File: src/hw/rtl/mf5_pkg.sv
// Package for the five-point median filter: sample and result types,
// window and buffer sizes, and the sample-count codes.
// No dependencies.
package mf5_pkg;

    localparam int SAMPLE_WIDTH = 16;
    localparam int WIN_LEN      = 5;
    localparam int HIST_LEN     = 4;
    localparam int MAX_RESULTS  = 3;
    localparam int MED_RANK     = WIN_LEN / 2;

    typedef logic signed [SAMPLE_WIDTH-1:0]      sample_t;
    typedef logic [$clog2(WIN_LEN)-1:0]          rank_t;
    typedef logic [$clog2(MAX_RESULTS+1)-1:0]    res_count_t;
    typedef logic [1:0]                          seen_t;

    // samples of the current signal taken so far (two or more counts as primed)
    localparam seen_t SEEN_NONE   = 2'd0;
    localparam seen_t SEEN_ONE    = 2'd1;
    localparam seen_t SEEN_PRIMED = 2'd2;

    typedef struct packed {
        sample_t value;
        logic    last;
    } result_t;

    // result buffer status seen by the control logic
    typedef struct packed {
        res_count_t count;
        logic       load_ok;
    } rbuf_status_t;

endpackage

File: src/hw/rtl/mf5_median5.sv
// Median of a five-sample window by a parallel rank network.
// Depends on mf5_pkg.
module mf5_median5
    import mf5_pkg::*;
(
    input  sample_t window [WIN_LEN],
    output sample_t median
);

    rank_t rank [WIN_LEN];

    // rank of each entry: entries below it, ties broken by position
    always_comb
    begin
        for (int i = 0; i < WIN_LEN; i++)
        begin
            rank[i] = '0;
            for (int j = 0; j < WIN_LEN; j++)
            begin
                if (j != i)
                begin
                    if ((window[j] < window[i]) || ((j < i) && (window[j] == window[i])))
                    begin
                        rank[i] = rank[i] + rank_t'(1);
                    end
                end
            end
        end
    end

    // exactly one entry holds the middle rank
    always_comb
    begin
        median = '0;
        for (int i = 0; i < WIN_LEN; i++)
        begin
            if (rank[i] == rank_t'(MED_RANK))
            begin
                median = window[i];
            end
        end
    end

endmodule

File: src/hw/rtl/mf5_result_buf.sv
// Result buffer: holds up to three results of one request and hands them
// out in order, one per cycle while result_ready is high. Depends on mf5_pkg.
module mf5_result_buf
    import mf5_pkg::*;
(
    input  logic         clk,
    input  logic         rst_n,
    input  logic         load,
    input  res_count_t   load_count,
    input  result_t      load_items [MAX_RESULTS],
    output rbuf_status_t status,
    output logic         result_valid,
    input  logic         result_ready,
    output result_t      head
);

    res_count_t count_reg, count_next;
    result_t    slot_reg  [MAX_RESULTS];
    result_t    slot_next [MAX_RESULTS];
    logic       pop;

    assign pop          = result_valid && result_ready;
    assign result_valid = (count_reg != '0);
    assign head         = slot_reg[0];

    // a new load is taken once the buffer empties in this cycle
    assign status.load_ok = (count_reg == '0) || ((count_reg == res_count_t'(1)) && pop);
    assign status.count   = count_reg;

    // load replaces the contents, pop shifts towards the head
    always_comb
    begin
        count_next = count_reg;
        slot_next  = slot_reg;
        if (load)
        begin
            count_next = load_count;
            slot_next  = load_items;
        end
        else if (pop)
        begin
            count_next = count_reg - res_count_t'(1);
            for (int i = 0; i < MAX_RESULTS - 1; i++)
            begin
                slot_next[i] = slot_reg[i+1];
            end
        end
    end

    always_ff @(posedge clk or negedge rst_n)
    begin
        if (!rst_n)
        begin
            count_reg <= '0;
        end
        else
        begin
            count_reg <= count_next;
        end
    end

    always_ff @(posedge clk)
    begin
        slot_reg <= slot_next;
    end

endmodule

File: src/hw/rtl/median_filter_5.sv
// Top level of the streaming five-point median filter with mirrored edges.
// Depends on mf5_pkg, mf5_median5 and mf5_result_buf.
//
// One sample is taken per cycle while sample_ready is high, and its result
// appears registered on the next cycle; with result_ready high the block
// runs at one sample per cycle. The output trails the signal by two
// samples: the first two samples give no result, and the sample flagged
// end_of_signal gives up to three (its own median and two flush medians,
// the last marked last_result), handed out from a three-entry result
// buffer one per cycle while result_ready is high. A sample that ends a
// signal of two or more samples holds sample_ready low until the last of
// its results is being handed out; each cycle with result_ready low while
// a result waits stretches that stall, and stalls the input in steady flow
// too. A one-sample signal returns that sample marked last.
module median_filter_5
    import mf5_pkg::*;
(
    input  logic    clk,
    input  logic    rst_n,
    input  logic    sample_valid,
    output logic    sample_ready,
    input  sample_t sample,
    input  logic    end_of_signal,
    output logic    result_valid,
    input  logic    result_ready,
    output sample_t median_value,
    output logic    last_result
);

    sample_t      hist_reg  [HIST_LEN];
    sample_t      hist_next [HIST_LEN];
    sample_t      win_hist  [HIST_LEN];
    seen_t        seen_reg, seen_next;
    logic         accept;
    rbuf_status_t buf_status;
    res_count_t   load_count;
    result_t      load_items [MAX_RESULTS];
    result_t      head;
    sample_t      win_m [WIN_LEN];
    sample_t      win_a [WIN_LEN];
    sample_t      win_b [WIN_LEN];
    sample_t      med_m, med_a, med_b;

    assign sample_ready = buf_status.load_ok;
    assign accept       = sample_valid && sample_ready;

    // history after this request: mirrored head on the second sample,
    // otherwise the shifted window
    always_comb
    begin
        if (seen_reg == SEEN_ONE)
        begin
            win_hist[0] = sample;
            win_hist[1] = hist_reg[3];
            win_hist[2] = hist_reg[3];
            win_hist[3] = sample;
        end
        else
        begin
            for (int i = 0; i < HIST_LEN - 1; i++)
            begin
                win_hist[i] = hist_reg[i+1];
            end
            win_hist[HIST_LEN-1] = sample;
        end
    end

    // windows: current median, and the two mirrored tail medians
    always_comb
    begin
        for (int i = 0; i < HIST_LEN; i++)
        begin
            win_m[i] = hist_reg[i];
        end
        win_m[4] = sample;
        win_a[0] = win_hist[0];
        win_a[1] = win_hist[1];
        win_a[2] = win_hist[2];
        win_a[3] = win_hist[3];
        win_a[4] = win_hist[3];
        win_b[0] = win_hist[1];
        win_b[1] = win_hist[2];
        win_b[2] = win_hist[3];
        win_b[3] = win_hist[3];
        win_b[4] = win_hist[2];
    end

    mf5_median5 u_med_m (.window(win_m), .median(med_m));
    mf5_median5 u_med_a (.window(win_a), .median(med_a));
    mf5_median5 u_med_b (.window(win_b), .median(med_b));

    // results and next state for one request
    always_comb
    begin
        load_count = '0;
        for (int i = 0; i < MAX_RESULTS; i++)
        begin
            load_items[i] = '0;
        end
        hist_next = hist_reg;
        seen_next = seen_reg;
        case (seen_reg)
            SEEN_NONE:
            begin
                if (end_of_signal)
                begin
                    load_count    = res_count_t'(1);
                    load_items[0] = '{value: sample, last: 1'b1};
                end
                else
                begin
                    hist_next[HIST_LEN-1] = sample;
                    seen_next             = SEEN_ONE;
                end
            end
            SEEN_ONE:
            begin
                hist_next = win_hist;
                seen_next = SEEN_PRIMED;
                if (end_of_signal)
                begin
                    load_count    = res_count_t'(2);
                    load_items[0] = '{value: med_a, last: 1'b0};
                    load_items[1] = '{value: med_b, last: 1'b1};
                end
            end
            default:
            begin
                hist_next     = win_hist;
                seen_next     = SEEN_PRIMED;
                load_items[0] = '{value: med_m, last: 1'b0};
                load_count    = res_count_t'(1);
                if (end_of_signal)
                begin
                    load_count    = res_count_t'(3);
                    load_items[1] = '{value: med_a, last: 1'b0};
                    load_items[2] = '{value: med_b, last: 1'b1};
                end
            end
        endcase
        // end of signal clears the window for the next one
        if (end_of_signal)
        begin
            for (int i = 0; i < HIST_LEN; i++)
            begin
                hist_next[i] = '0;
            end
            seen_next = SEEN_NONE;
        end
    end

    // window state
    always_ff @(posedge clk or negedge rst_n)
    begin
        if (!rst_n)
        begin
            seen_reg <= SEEN_NONE;
            for (int i = 0; i < HIST_LEN; i++)
            begin
                hist_reg[i] <= '0;
            end
        end
        else if (accept)
        begin
            seen_reg <= seen_next;
            hist_reg <= hist_next;
        end
    end

    mf5_result_buf u_rbuf (
        .clk          (clk),
        .rst_n        (rst_n),
        .load         (accept),
        .load_count   (load_count),
        .load_items   (load_items),
        .status       (buf_status),
        .result_valid (result_valid),
        .result_ready (result_ready),
        .head         (head)
    );

    assign median_value = head.value;
    assign last_result  = head.last;

`ifndef SYNTHESIS
    // buffer never holds more than one request's results
    a_count_range: assert property (@(posedge clk) disable iff (!rst_n)
        buf_status.count <= res_count_t'(MAX_RESULTS))
        else $error("result buffer overfilled");

    // a request ending a signal restarts the sample count
    a_eos_restart: assert property (@(posedge clk) disable iff (!rst_n)
        (accept && end_of_signal) |=> (seen_reg == SEEN_NONE))
        else $error("sample count not cleared after end of signal");

    // first sample of a signal alone yields no result
    a_first_silent: assert property (@(posedge clk) disable iff (!rst_n)
        (accept && !end_of_signal && (seen_reg == SEEN_NONE)) |=> !result_valid)
        else $error("result produced for first sample");
`endif

endmodule
File: config.mk
export PLATFORM = sky130hd
export DESIGN_NAME = median_filter_5
export DESIGN_NICKNAME = d
export VERILOG_FILES = /design/src/hw/rtl/mf5_pkg.sv /design/src/hw/rtl/mf5_median5.sv /design/src/hw/rtl/mf5_result_buf.sv /design/src/hw/rtl/median_filter_5.sv
export SDC_FILE = /design/constraint.sdc
export NUM_CORES = 1
export LEC_CHECK = 0
export ABC_AREA = 1
export ABC_CLOCK_PERIOD_IN_PS = 5450
export BUFFER_PORTS_ARGS = -buffer_cell sky130_fd_sc_hd__buf_2
export CAP_MARGIN = 20
export CORE_MARGIN = 1
export CORE_UTILIZATION = 61
export CTS_BUF_LIST = sky130_fd_sc_hd__clkbuf_4
export CTS_CLUSTER_DIAMETER = 100
export DETAILED_ROUTE_END_ITERATION = 16
export PLACE_DENSITY = 0.79
export SETUP_SLACK_MARGIN = 0.02
export SYNTH_ARGS = -nofsm -noshare
export SYNTH_HDL_FRONTEND = slang
export SYNTH_SLANG_ARGS = --single-unit
File: constraint.sdc
create_clock -name clk -period 5.45 [get_ports clk]
set_input_delay 0.545 -clock clk [delete_from_list [all_inputs] [get_ports clk]]
set_output_delay 0.545 -clock clk [all_outputs]
set_load 0.02 [all_outputs]
Yosys cells after proc, flatten, opt, wreduce, memory -nomap -nowiden

Index checks and enable logic that the tools add are counted.

Flip-flop bits (word level): 119
Input bits: 21
Output and inout bits: 19
Logic and storage cells: 232

Add/sub/neg operators: 40
Order comparisons: 34
Equal/unequal tests: 35
Mux-type cells: 84
Reduce and logical (&&, ||, !) cells: 27

Operators with widths:

| kind                                                 | count |
|---|---|
| < comparator 16 bit                                  | 34 |
| equality test 16 bit                                 | 17 |
| two-way mux 16 bit                                   | 16 |
| two-way mux 64 bit                                   | 2 |
| two-way mux 3 bit                                    | 39 |
| adder 3 x 1 -> 3 bit (second input constant)         | 36 |
| two-way mux 34 bit                                   | 3 |
| one-hot mux 17 bit (2 select lines)                  | 2 |
| two-way mux 48 bit                                   | 1 |
| equality test 3 x 2 -> 1 bit (second input constant) | 15 |
| logical OR 1 bit                                     | 18 |
| two-way mux 17 bit                                   | 1 |
| two-way mux 1 bit                                    | 13 |
| two-way mux 2 bit                                    | 6 |
| adder 1 x 1 -> 2 bit (second input constant)         | 3 |
| equality test 2 x 1 -> 1 bit (second input constant) | 2 |
| zero test 2 bit                                      | 2 |
| one-hot mux 2 bit (2 select lines)                   | 1 |
| nonzero test 2 bit                                   | 2 |
| logical AND 1 bit                                    | 3 |
| != test 2 bit (second input constant)                | 1 |
| AND reduction 2 bit                                  | 1 |
| OR reduction 2 bit                                   | 1 |
| subtractor 2 x 1 -> 2 bit (second input constant)    | 1 |

Depth between registers and ports, before layout

Gate-level depths: netlist of run 1.

Word-level depth: 19
Depth in mapped cells: 39

Cells and area by module

A second synthesis of run 1 with hierarchy kept.

Cells, all modules: 3629
Area total of the unflattened synthesis: 23774.1 sq um

Modules (own cells, without submodules):

| module          | instances | cells each | area an instance (sq um) | sequential area each (sq um) |
|---|---|---|---|---|
| mf5_median5     | 3         | 965        | 5958.2                   | 0.0 |
| median_filter_5 | 1         | 535        | 3654.8                   | 1651.6 |
| mf5_result_buf  | 1         | 199        | 2244.7                   | 1581.5 |

Worst setup path after synthesis of run 1

No wires, ideal clock.

Kind: reg-to-reg
Start: register seen_reg[1]
End: register u_rbuf.slot_reg[29] (netlist bit) (data pin)
Library setup time: 0.253 ns
Data arrival time: 4.547 ns
Slack: 0.649 ns
Stages on the path, launching flop included: 38
Period minus slack after synthesis: 4.801 ns
Path through: dfrtp_1 buf_6 inv_4 nand2_4 buf_2 clkbuf_1 o21ai_0 ha_1 inv_1 nor2_1 nor3_1 nor2_1 o21ai_0 o211ai_1 nand2_1 o211ai_1 xnor2_1 and2_1 [... 2 more ...] nand3b_4 buf_2 nand2_1 inv_1 ha_1 xor2_1 nand2_1 nand3_4 nand3_4 buf_6 nand2_1 nand3_1 nand2_1 nand2_1 nand2_1 nand2_1 nand2_1 nand2_1

RTL lines:

| element                | RTL line               | text |
|---|---|---|
| start, declared        | median_filter_5.sv:33  | `seen_t seen_reg, seen_next;` |
| start signal, assigned | median_filter_5.sv:165 | `seen_reg <= seen_next;` |
| end signal, assigned   | mf5_result_buf.sv:64   | `slot_reg <= slot_next;` |
| end, declared          | mf5_result_buf.sv:18   | `result_t slot_reg [MAX_RESULTS];` |

==> impl_summary.md, run 1 <==
Worst setup path
In this design, the stage delay of the slowest critical-path cell is 450 ps. STA puts the critical path data arrival time at 5730 ps. The worst-case reg-to-reg path depth is 30. The data required time of the critical path is 5920 ps. STA classifies the critical path startpoint as a flip-flop. Setup slack on the worst reg-to-reg path comes out at 190 ps.

The maximum net fanout on the critical path is 22. The type of the setup path with the least slack is flip-flop to flip-flop. The endpoint type of the worst setup path is a flip-flop.

The master of the slowest instance on the critical path is sky130_fd_sc_hd__or4_1. The dominant cell type by count on the critical path is sky130_fd_sc_hd__nand2_1.

Placed design
The HPWL reported at the end of detailed placement is 38.8 mm. At the end of routability-driven placement, the weighted congestion stood at 1.00. The number of port buffers is 39.

Die
The floorplan has 57 rows. The die is 159 µm tall. The area of the die is 25200 µm².

The starting density of the core is 0.619. The die is 159 µm wide. The floorplan step defined a core boundary enclosing 24200 µm².

During I/O placement, the number of pins put on the boundary was 40.

STA
The minimum hold slack is 273 ps. Setup violations remaining at the end of the flow were counted as 0. The slew at the pin closest to its max-slew limit is 927 ps. The hold violation count in the final report came to 0.

The fraction of the cycle the final worst path needs is 0.965. Measured against its own limit, the worst slew margin works out to 0.379. The worst clock skew is 30.2 ps.

The total count of max-transition violations in the final report is 0. The setup TNS is 0 ps. The highest attainable clock frequency is 190 MHz. The time the final worst path needs with I/O delays and setup is 5260 ps.

Logic synthesis
Yosys mapped a number of flops with a built-in enable equal to 51. The count of different cell masters after synthesis is 57. For this run, asynchronously set or reset flops after synthesis account for 0.571. The total standard cell area after synthesis is 15000 µm². The total of warnings raised by yosys is 0. The number of nets handed over by synthesis was 2476. Of the synthesized area, sequential elements account for 0.215. Counting every instance in the synthesized netlist gives 2188. In the synthesized netlist the dominant register cell turns out to be sky130_fd_sc_hd__dfrtp_1.

Counting flops and latches in the post-synthesis netlist gives 119. Dividing the synthesized area by the synthesized cell count gives 6.86 µm².

CTS
Clock tree synthesis selected as its root buffer the cell sky130_fd_sc_hd__clkbuf_4. The H-tree depth reported by CTS is 4. The longest clock path from root to sink contains 2 buffers. The TritonCTS clock tree is built. The clock transition at the registers of the reported paths is 120 ps. The clock insertion delay at the later pin of the skew report is 600 ps.

The clock drives 119 sinks. Buffers inserted during clock tree synthesis total 17.

Drt
The count of nets left with antenna violations once routing finished came out at 0. Detailed routing inserted a total of 15500 vias. The violation count after the first detailed-route iteration is 1683. The vias per cell is 6.03. Dividing the detail-routed wire length by the instance count gives 19.6 µm.

After detailed routing, the total wire length is 50.3 mm. Before antenna repair, the detailed router went through 12 iterations. In the routed design, unresolved DRC markers number 0.

Final layout
In the final layout, the share of cells above drive strength 1 is 0.111. The net count of the finished layout is 2523. The layout overhead on the synthesized area is 6.98%. The register with the most flip-flops in the layout has 64 of them. For this run, the share of the core covered by cells in the final layout is 0.663.

Worst hold path
The tightest min-delay check is of the primary input to flip-flop type. Along the worst hold path, the cell count comes to 3.

GRT
The first global-routing pass estimated 77.6 mm of wire. The pin count of the biggest net entering global routing is 61. The global route total overflow is 0.

The via count of the first global-routing pass is 14500. The overall fraction of global-route tracks in use is 0.394. The initial antenna violation count is 1.

Outcome
The flow ran to the end, and the final reports show no timing, DRC or antenna violations.

Job
Max-cap violations in this run came to 0.
-- path summary, 6_finish.rpt --
check	startpoint	end
min in group asynchronous	rst_n	hist_reg[3]
worst max-delay path	seen_reg[1]	u_rbuf.slot_reg[27]
max in group asynchronous	rst_n	hist_reg[37]
worst min-delay path	sample[0]	hist_reg[0]
worst min register to register	u_rbuf.slot_reg[3]	u_rbuf.slot_reg[20]
worst max register to register	seen_reg[1]	u_rbuf.slot_reg[27]
-- repair_timing --
item / 4_1_cts / 5_1_grt
setup endpoints to repair: 0 / 32
buffers inserted: 0 / 2
gates resized for setup: 0 / 19
endpoints found under the hold margin: 8 / 0
hold buffers: 1 / 0
-- layout by cell type, fill, tap and decap left out, drive strengths merged, types with 14 or more instances in the layout --
cell	instances
clkbuf	19
o21ai	102
nand4	54
nor3	14
buf	107
nand3	195
nand2	627
ha	267
inv	309
nor2	170
or2	18
dfrtp	68
a21oi	102
o22ai	50
edfxtp	51
-- layer usage --
| metal | track usage | vias up | routed length [µm] | part of all wire |
|---|---|---|---|---|
| li1 | - | 7370 | - | - |
| met1 | 0.503 | 7053 | 20100 | 0.40 |
| met2 | 0.638 | 893 | 22500 | 0.45 |
| met3 | 0.0509 | 195 | 4680 | 0.093 |
| met4 | 0.232 | 0 | 3050 | 0.061 |
| met5 | 0 | - | 0 | 0 |
-- critical path, delay by kind of cell (launching register included) --
family | cells | cell delay, ps
AO/OA/AOI/OAI | 1 | 110
flip-flops | 1 | 430
adder cells (fa/ha/maj) | 3 | 870
AND/OR/NAND/NOR | 19 | 2530
XOR/XNOR | 2 | 340
buffers and inverters | 5 | 810
-- final cells by class --
class | count | area, µm²
timing repair buffer | 108 | 776
tap | 324 | 405
inverter | 310 | 1170
clock inverter | 13 | 108
antenna | 1 | 2.50
clock buffer | 19 | 143
multi-input combinational | 1679 | 10200
sequential | 119 | 3230
fill | 2235 | 8180
-- stage by stage --
stage / instance area, µm² / setup slack (ps) / cells
CTS: 15900 / 90.1 / 2567
global placement: 15700 / 253 / 2533
global route: 16100 / -37.3 / 2573
floorplan: 15000 / 649 / 2188
detailed placement: 15700 / 109 / 2534
finish: 16100 / 190 / 2573
-- kinds of logic (layout without fill, tap and decap cells) --
logic type / after synthesis / after routing / share of synthesized area
buf+inv: 393 / 450 / 0.110
simple gates: 1093 / 1096 / 0.327
fa+ha+maj: 267 / 267 / 0.222
flops: 119 / 119 / 0.215
other cells: 0 / 1 / 0
xor+xnor: 10 / 10 / 0.00683
compound gates: 306 / 306 / 0.118
-- Yosys cell counts (2+ instances only) --
master	n	area share
sky130_fd_sc_hd__a211oi_1	7	0.0035
sky130_fd_sc_hd__a21o_1	6	0.0030
sky130_fd_sc_hd__a21oi_1	101	0.034
sky130_fd_sc_hd__a221oi_1	3	0.0018
sky130_fd_sc_hd__a31oi_1	6	0.0025
sky130_fd_sc_hd__and2_1	3	0.0012
sky130_fd_sc_hd__buf_1	2	0.00050
sky130_fd_sc_hd__buf_2	21	0.0070
sky130_fd_sc_hd__buf_4	21	0.010
sky130_fd_sc_hd__buf_6	9	0.0067
sky130_fd_sc_hd__clkbuf_1	30	0.0075
sky130_fd_sc_hd__clkinv_1	2	0.00050
sky130_fd_sc_hd__dfrtp_1	68	0.11
sky130_fd_sc_hd__edfxtp_1	51	0.10
sky130_fd_sc_hd__ha_1	267	0.22
sky130_fd_sc_hd__inv_1	296	0.074
sky130_fd_sc_hd__inv_2	9	0.0022
sky130_fd_sc_hd__inv_4	3	0.0012
sky130_fd_sc_hd__nand2_1	598	0.15
sky130_fd_sc_hd__nand2_2	18	0.0075
sky130_fd_sc_hd__nand2_4	11	0.0082
sky130_fd_sc_hd__nand3_1	171	0.057
sky130_fd_sc_hd__nand3_2	19	0.013
sky130_fd_sc_hd__nand3_4	3	0.0035
sky130_fd_sc_hd__nand3b_1	5	0.0025
sky130_fd_sc_hd__nand3b_4	2	0.0027
sky130_fd_sc_hd__nand4_1	54	0.022
sky130_fd_sc_hd__nor2_1	169	0.042
sky130_fd_sc_hd__nor3_1	12	0.0040
sky130_fd_sc_hd__nor3_2	2	0.0013
sky130_fd_sc_hd__nor4_2	2	0.0017
sky130_fd_sc_hd__o211ai_1	5	0.0025
sky130_fd_sc_hd__o211ai_2	5	0.0042
sky130_fd_sc_hd__o21a_1	4	0.0020
sky130_fd_sc_hd__o21ai_0	91	0.030
sky130_fd_sc_hd__o21ai_1	10	0.0033
sky130_fd_sc_hd__o21bai_1	10	0.0050
sky130_fd_sc_hd__o221ai_1	2	0.0012
sky130_fd_sc_hd__o22ai_1	50	0.021
sky130_fd_sc_hd__or2_2	17	0.0071
sky130_fd_sc_hd__xnor2_1	4	0.0023
sky130_fd_sc_hd__xor2_1	4	0.0023
Power of run 1 is not shown: default switching activity piles up to over one toggle a cycle in this logic, so the estimate is an artifact.
==> run 2, diff against run 1 <==
REMOVE_ABC_BUFFERS = 1   (was not set)
==> impl_summary.md, run 2 (same netlist as run 1, synthesis figures left out) <==
Worst setup path
The data required time of the critical path is 5810 ps (-110 ps). The master of the slowest instance on the critical path is sky130_fd_sc_hd__dfrtp_1. The peak per-stage delay on the critical path is 540 ps (+90 ps). The maximum net fanout on the critical path is 37 (+68%). The cell family with the largest share of critical-path delay is simple AND/OR/NAND/NOR gates. STA classifies the critical path startpoint as a flip-flop.

The critical path arrival is 5580 ps (-150 ps). The worst setup path is of the flip-flop to flip-flop kind. The sum of buffers and inverters on the critical path is 7 (+2). The endpoint type of the worst setup path is a flip-flop. The dominant cell type by count on the critical path is sky130_fd_sc_hd__nand2_1.

Die
The I/O pin total came to 40 (unchanged). The core box area is 24200 µm² (unchanged). The area of the die is 25200 µm² (unchanged). The starting density of the core was 0.619 (unchanged). The vertical die dimension was 159 µm (unchanged).

The floorplan die width came to 159 µm (unchanged). The site row count is 57 (unchanged).

CTS
The clock transition at the registers of the reported paths is 140 ps (+20 ps). The H-tree depth reported by CTS is 4 (unchanged). The largest buffer count on any clock path came to 2 (unchanged). The root buffer cell is sky130_fd_sc_hd__clkbuf_4. TritonCTS built the clock tree. The clock sink total is 119 (unchanged). The clock insertion delay at the later pin of the skew report was 600 ps (about the same). The total clock buffers created by CTS came to 17 (unchanged).

GRT
The global route total overflow was 0 (unchanged). The pin count of the biggest net entering global routing came to 81 (+33%). The first-pass GRT wire length is 78.5 mm (+1.1%). The initial antenna violation count is 1 (unchanged).

The via count of the first global-routing pass is 15000 (+3.7%). The overall fraction of global-route tracks in use is 0.395 (+0.00139).

STA
The total count of max-transition violations in the final report is 0 (unchanged). The worst clock skew is 26.8 ps (-3.42 ps). The hold violation count in the final report is 0 (unchanged).

The time the final worst path needs with I/O delays and setup was 5220 ps (-38.5 ps). The total of endpoints with negative setup slack in the final report was 0 (unchanged). The relative slew slack is 0.276 (-0.103). The slew at the pin closest to its max-slew limit came to 1080 ps (+155 ps). The fraction of the cycle the final worst path needs is 0.958 (-0.00706). The highest attainable clock frequency is 192 MHz (+0.74%). The minimum hold slack is 150 ps (-123 ps).

Final layout
The count of nets after finishing was 2530 (+0.28%). Compared with the post-synthesis result, the final layout area differs by 7.51%. The share of cells above drive strength 1 is 0.113 (+0.00187).

The library cells used most frequently in the layout, excluding fill and tap cells, are sky130_fd_sc_hd__nand2_1 (598), sky130_fd_sc_hd__inv_1 (295), sky130_fd_sc_hd__ha_1 (267), sky130_fd_sc_hd__nand3_1 (170), sky130_fd_sc_hd__nor2_1 (169). The library cell used most frequently in the layout, excluding fill and tap cells, is sky130_fd_sc_hd__nand2_1. The flip-flop count of the largest register, all copies and words added is 64 (unchanged).

Drt
The violation count after the first detailed-route iteration is 1557 (-7.5%). The vias per cell was 6.08 (+0.78%). The detailed-routing iteration count for the pre-antenna-repair pass is 6 (-6).

The routed via count came to 15700 (+1.1%). The highest routing layer actually used is met4. The average detailed-routed wire length per instance is 19.5 µm (-0.51%). The met2 wire length is 22.3 mm (-0.63%). The routed metal-1 wire length is 19.7 mm (-1.9%). The number of routed nets with antenna violations is 0 (unchanged). The total routed wirelength is 50.2 mm (-0.23%). The detailed-routed wire length on met3 came to 4.69 mm (+0.17%). The detailed-route DRC error count is 0 (unchanged).

Job
The max-capacitance violation count is 0 (unchanged).

Placed design
The number of port buffers is 39 (unchanged). The HPWL reported at the end of detailed placement was 38.4 mm (-0.85%). The placer's final routability congestion estimate is 1.02 (+2.1%).

Worst hold path
The type of the worst min-delay path is primary input to asynchronous set/reset pin.

Outcome
The flow ran to the end, and the final reports show no timing, DRC or antenna violations.
-- run 2: cell count changes in the layout (fill, tap and decap cells not counted), sizes merged --
| cell | before | now |
|---|---|---|
| inv | 309 | 310 |
| bufinv | 1 | 3 |
| dlygate4sd3 | 1 | 0 |
| nand3 | 195 | 193 |
| clkinvlp | 4 | 3 |
| clkinv | 9 | 7 |
| nand3b | 8 | 9 |
| buf | 107 | 116 |
-- run 2: metrics by stage --
step                 util  instances  cell area (µm²)  worst slack (ps)  TNS, ps
finish              0.666       2580            16100               229        0
floorplan               -       2105            14500               644        0
CTS                 0.662       2575            16000               159        0
global route        0.666       2580            16100             -10.9    -23.9
global placement    0.649       2542            15700               258        0
detailed placement  0.650       2543            15800               175        0
-- run 2: worst paths after layout --
check	start	to	slack [ps]	cells after the start
max	seen_reg[0]	u_rbuf.head[1]	230	30
min	rst_n	hist_reg[58]	150	2
max reg2reg	seen_reg[0]	u_rbuf.head[1]	230	30
min reg2reg	u_rbuf.slot_reg[15]	u_rbuf.slot_reg[32]	540	2
max in group asynchronous	rst_n	seen_reg[1]	4620	2
min in group clk	sample[0]	hist_reg[0]	270	3
-- run 2: layout make-up --
cell class                      instances  area, µm²
Tap cell                              324        405
Multi-Input combinational cell       1678      10200
Fill cell                            2234       8100
Timing Repair Buffer                  116        811
Clock buffer                           19        143
Sequential cell                       119       3230
Antenna cell                            1       2.50
Inverter                              310       1170
Clock inverter                         13        154
-- run 2: what timing repair did --
action / CTS / global route
setup endpoints to repair: 0 / 32
resized for setup: 0 / 20
hold buffers: 0 / 0
endpoints found under the hold margin: 0 / 0
buffers inserted: 0 / 2
-- run 2: per-layer routing --
| metal | track usage | vias to the layer above |
|---|---|---|
| met1 | 0.486 | 7153 |
| met3 | 0.0650 | 246 |
| met2 | 0.645 | 884 |
| li1 | - | 7391 |
| met4 | 0.250 | 0 |
| met5 | 0 | - |
Power of run 2 is left out for the same reason.
